==> src/hdl/msq_pkg.sv <==
// ----------------------------------------------------------------------------
// msq_pkg
// Shared constants and types for the matrix square core: store geometry,
// field widths and the control structures passed to the multiply-accumulate.
// ----------------------------------------------------------------------------
`default_nettype none

package msq_pkg;

    // Store geometry
    localparam int MAX_DIM = 64;
    localparam int DIM_W   = $clog2(MAX_DIM);
    localparam int ADDR_W  = 2 * DIM_W;
    localparam int DEPTH   = MAX_DIM * MAX_DIM;
    localparam int CNT_W   = $clog2(MAX_DIM + 1);

    // Field widths fixed by the interface
    localparam int IDX_W  = 6;
    localparam int DATA_W = 32;
    localparam int SIZE_W = 7;

    // Request commands
    localparam logic CMD_WRITE = 1'b0;
    localparam logic CMD_READ  = 1'b1;

    // Control from the sequencer to the accumulator
    typedef struct packed {
        logic start;  // clear the accumulator for a new read
        logic empty;  // the new read has no terms: finish at once
        logic take;   // the finished sum is consumed
    } mac_cmd_t;

    // Tag that travels with each operand pair
    typedef struct packed {
        logic valid;
        logic last;
    } mac_tag_t;

endpackage

`default_nettype wire

==> src/hdl/msq_mac.sv <==
// ----------------------------------------------------------------------------
// msq_mac
// Two-stage multiply-accumulate: a registered 32-bit product, then a
// wrapping accumulator with a done flag that holds until the sum is taken.
// ----------------------------------------------------------------------------
`default_nettype none

module msq_mac (
    input  wire logic                          aclk,
    input  wire logic                          aresetn,
    input  wire msq_pkg::mac_cmd_t             cmd,
    input  wire msq_pkg::mac_tag_t             tag,
    input  wire logic [msq_pkg::DATA_W-1:0]    op_a,
    input  wire logic [msq_pkg::DATA_W-1:0]    op_b,
    output logic      [msq_pkg::DATA_W-1:0]    acc,
    output logic                               done
);

    logic [msq_pkg::DATA_W-1:0] product_reg;
    logic [msq_pkg::DATA_W-1:0] product_next;
    msq_pkg::mac_tag_t          tag_reg;
    logic [msq_pkg::DATA_W-1:0] acc_reg;
    logic [msq_pkg::DATA_W-1:0] acc_next;
    logic                       done_reg;
    logic                       done_next;

    // Multiply, keep the low word (wraps the same for signed operands)
    assign product_next = msq_pkg::DATA_W'(op_a * op_b);

    always_ff @(posedge aclk) begin
        product_reg <= product_next;
    end

    always_ff @(posedge aclk) begin
        if (!aresetn) begin
            tag_reg <= '0;
        end else begin
            tag_reg <= tag;
        end
    end

    // Accumulate, clear on a new read
    always_comb begin
        acc_next = acc_reg;
        if (cmd.start) begin
            acc_next = '0;
        end else if (tag_reg.valid) begin
            acc_next = acc_reg + product_reg;
        end
    end

    always_ff @(posedge aclk) begin
        acc_reg <= acc_next;
    end

    // Flag the finished sum until it is taken
    always_comb begin
        done_next = done_reg;
        if (cmd.start) begin
            done_next = cmd.empty;
        end else if (tag_reg.valid && tag_reg.last) begin
            done_next = 1'b1;
        end else if (cmd.take) begin
            done_next = 1'b0;
        end
    end

    always_ff @(posedge aclk) begin
        if (!aresetn) begin
            done_reg <= 1'b0;
        end else begin
            done_reg <= done_next;
        end
    end

    assign acc  = acc_reg;
    assign done = done_reg;

endmodule

`default_nettype wire

==> config.mk <==
export PLATFORM = sky130hd
export DESIGN_NAME = msq_mac
export DESIGN_NICKNAME = d
export VERILOG_FILES = /design/src/hdl/msq_pkg.sv /design/src/hdl/msq_mac.sv
export SDC_FILE = /design/constraint.sdc
export NUM_CORES = 1
export LEC_CHECK = 0
export ABC_AREA = 1
export BUFFER_PORTS_ARGS = -buffer_cell sky130_fd_sc_hd__buf_2
export CORE_UTILIZATION = 50
export CTS_BUF_LIST = sky130_fd_sc_hd__clkbuf_16
export CTS_CLUSTER_SIZE = 10
export DETAILED_ROUTE_END_ITERATION = 8
export GPL_ROUTABILITY_DRIVEN = 0
export PLACE_DENSITY = 0.73
export SYNTH_ARGS = -nofsm -noshare
export SYNTH_HDL_FRONTEND = slang
export SYNTH_SLANG_ARGS = --single-unit
==> constraint.sdc <==
create_clock -name aclk -period 21.1 [get_ports aclk]
set_input_delay 6.33 -clock aclk [delete_from_list [all_inputs] [get_ports aclk]]
set_output_delay 6.33 -clock aclk [all_outputs]
set_load 0.05 [all_outputs]
Word level (Yosys, flattened, before mapping)
Index checks and enable logic that the tools add are counted.
{"block": "totals", "register_bits": 67, "inputBits": 71, "out_inout_bits": 33, "elab_cells": 12}
{"block": "classes", "n_addsub": 1, "mul": 1, "mux": 3, "reduce_logical": 2}
{"cell": "adder 32 bit", "count": 1}
{"cell": "multiplier 32 x 32 -> 32 bit", "count": 1}
{"cell": "two-way mux 1 bit", "count": 3}
{"cell": "nonzero test 3 bit", "count": 1}
{"cell": "logical AND 1 bit", "count": 1}

Depth between registers and ports, before layout
{"block": "logic_depth", "depth_word": 3, "mapped_depth": 36, "depth_no_buf": 34}

Worst setup path before layout
No wires, ideal clock.
{"block": "synth_path", "path_type": "input-to-reg", "from": "in op_b[3] (netlist bit)", "to": "reg product_reg[26] (netlist bit)", "setup_time_ps": 72, "arrival_time_ps": 12282, "t_required_ps": 21028, "path_slack_ps": 8747, "cell_stages": 24, "path_buffers": 2, "cell_sequence": "clkbuf_1 > clkbuf_1 > nand2_1 > fa_1 > fa_1 > fa_1 > fa_1 > inv_1 > fa_1 > inv_1 > fa_1 > fa_1 > fa_1 > inv_1 > ha_1 > nand2_1 > nor3_2 > nand4_1 > nand3_1 > nand3_1 > nand2_1 > nand3_1 > nand2_1 > xor2_1"}
{"block": "synth_between", "elab_chain_cells": 1}
{"element": "start, declared", "line_no": "msq_mac.sv:14", "text": "input wire logic [msq_pkg::DATA_W-1:0] op_b,"}
{"element": "multiplier 32 x 32 -> 32 bit", "line_no": "msq_mac.sv:28", "text": "assign product_next = msq_pkg::DATA_W'(op_a * op_b);"}
{"element": "named net product_next, one bit", "line_no": "msq_mac.sv:20", "text": "logic [msq_pkg::DATA_W-1:0] product_next;"}
{"element": "end signal, assigned", "line_no": "msq_mac.sv:31", "text": "product_reg <= product_next;"}
{"element": "end, declared", "line_no": "msq_mac.sv:19", "text": "logic [msq_pkg::DATA_W-1:0] product_reg;"}
The timed path passes the listed nets, and every way through them passes these cells.
A chain may end at the register's enable or synchronous reset.

Final worst setup path
{"block": "layout_path", "from": "in op_b[8] (netlist bit)", "to": "reg product_reg[31] (netlist bit)"}
The elaborated chain is that of the path after synthesis.

==> qor.yml <==
viasPerCell: 5.22
cp.arrival_ns: 12.99
synth.ff_latch_count: 67
utilization_pct: 53.1
grt_overflow: 0
postCtsHoldBufs: 0
final_cell_mix: "816 x inv_1, 778 x nand2_1, 409 x fa_1"
post-route-drc-count: 0
max_stage_delay_ns: 0.57
critPathLaunchType: "input pin"
cpMostUsedCell: "fa_1"
critPathMaxFanout: 24
slew_viol_final: 0
cts_root_buffer: "clkbuf_16"
cap_violations: 0
fmax_mhz: 78.3
critical-path-top-delay-family: "adder cells"
ys_seq_area_share_pct: 6.51
core-area_um2: 40700
grt_pass1_wl_um: 89500
crit_start: "op_b[8]"
grt_pass1_vias: 18000
die_area_um2: 42000
synth_flop_cell: "dfxtp_1"
path_cells: "buf_2 > nand2_1 > fa_1 > inv_1 > fa_1 > inv_1 > fa_1 > inv_1 > fa_1 > inv_1 > fa_1 > inv_1 > fa_1 > fa_1 > fa_1 > ha_1 > a21oi_1 > o21ai_0 > nand2_1 > o2111ai_1 > nor2_1 > inv_1 > nand3_1 > nand2_1"
first_iter_violations: 1214
cts_tree: "yes"
outcome: "completed"
cts_made_buffers: 9
finalSetupViolCount: 0
syn_area_per_cell_um2: 7.35
hold_violations: 0
synth-async-reset-ratio_pct: 0
final.setup.tns_ns: 0
slew_headroom_pct: 43.5
hp-start: "acc[20]"
nNetsFinal: 3440
crit_path_end_kind: "register"
worstPathRequired_ns: 21.33
wire_per_inst_um: 16.4
ys_types: 51
post_cts_buffers: 0
clock-skew-final_ns: 0.00991
ant_nets: 0
path_class: "input pin to register"
cp_slowest_cell: "fa_1"
clock_sinks: 67
place_area_um2: 21300
cp_num_buf_inv: 7
hold_path_end: "acc[20]"
portBuffers: 103
reg2reg_slack_ns: 18.70
min_period_ns: 12.77
antenna_found_initial: 0
syn_nets: 3438
tightestPinTransition_ns: 0.848
drive_gt1_share_pct: 5.30
grt_max_degree: 46
period_share_pct: 60.5
cts_resized: 0
hp-class: "register to register"
worstHoldPathCells: 2
r2r-end: "acc[26]"
design_area_um2: 21600
grt.total_usage_pct: 27.0
reg2reg_from: "acc[0]"
first_pass_iters: 5
final_common_cell: "inv_1"
yosysWarningCount: 0
core.rowCount: 74
syn_area_um2: 20600
start_util_pct: 50.6
area_growth_pct: 4.99
die_height_um: 205
num_vias: 17400
die_w_um: 205
reg2regPathDepth: 15
dp_hpwl_um: 44500
clkTransAtPathRegs_ns: 0.06
clk_path_buf_depth: 2
ios: 104
synth_edf_count: 0
htreeDepth: 3
rsz0062_at_grt: "false"
drt-total-wl_um: 54700
synthCells: 2804
clk_latency_ns: 0.33
[worst reg2reg max path, stage by stage, from the launching register on]
cell     delay [ns]
dfxtp_1        0.37
ha_1           0.18
inv_1          0.06
fa_1           0.44
o21ai_2        0.29
nand2_1        0.09
nand2_1        0.07
nand2_1        0.05
nand2_1        0.13
nand4_1        0.09
nand2_1        0.19
nand2_1        0.10
nand3_1        0.08
nand3_1        0.07
nand2_1        0.07
inv_1          0.04
[cells by family (layout without fill, tap and decap cells)]
logic type,after synthesis,in the layout,share of synthesized area [%]
adders and majority gates,563,563,49.1
other,0,1,0
DFF,67,67,6.51
xor gates and xnor gates,55,55,2.41
buffers and inverters,931,938,17.2
and+or+nand+nor,1008,1008,19.5
AOI/OAI and AO/OA,180,180,5.32
[metal layers]
metal	GRT usage [%]	up-vias	share of wire, %
met5	0	-	0
met2	49.0	730	51
met4	9.26	0	3.1
met1	33.5	8553	39
li1	-	8027	-
met3	2.43	139	7.1
[cell type report]
class	count	area (µm²)
Antenna cell	1	2.50
Multi-Input combinational cell	1806	15700
Clock buffer	9	225
Clock inverter	7	92.6
Fill cell	3890	19100
Inverter	818	3070
Sequential cell	67	1340
Timing Repair Buffer	104	523
Tap cell	532	666
[synthesized netlist by cell type, types with 16 or more instances]
master / n / area (µm²)
xor2_1: 37 / 324
inv_1: 815 / 3060
nand2_1: 778 / 2920
dfxtp_1: 67 / 1340
xnor2_1: 16 / 140
nor2_1: 110 / 413
nand3_1: 78 / 390
fa_1: 409 / 8190
a21oi_1: 64 / 320
clkbuf_1: 78 / 293
ha_1: 154 / 1930
o21ai_0: 48 / 240
buf_2: 17 / 85.1
[per-stage QoR]
stage | setup WS (ns) | cells | hold slack, ns
finish | 8.33 | 3344 | 0.518
global route | 8.10 | 3343 | 0.540
CTS | 8.42 | 3343 | 0.523
detailed placement | 8.05 | 3327 | 0.511
global placement | 8.23 | 3327 | 0.499
floorplan | 8.75 | 2804 | 0.541
[how the worst max path moves through the flow]
stage | to | slack [ns] | cells after the start
finish | product_reg[31] | 8.33 | 24
global route | product_reg[26] | 8.10 | 23
CTS | product_reg[31] | 8.42 | 24
detailed placement | product_reg[31] | 8.05 | 24
global placement | product_reg[31] | 8.23 | 24
floorplan | product_reg[26] | 8.75 | 24
Power is not shown: default switching activity piles up to over one toggle a cycle in this logic, so the estimate is an artifact.
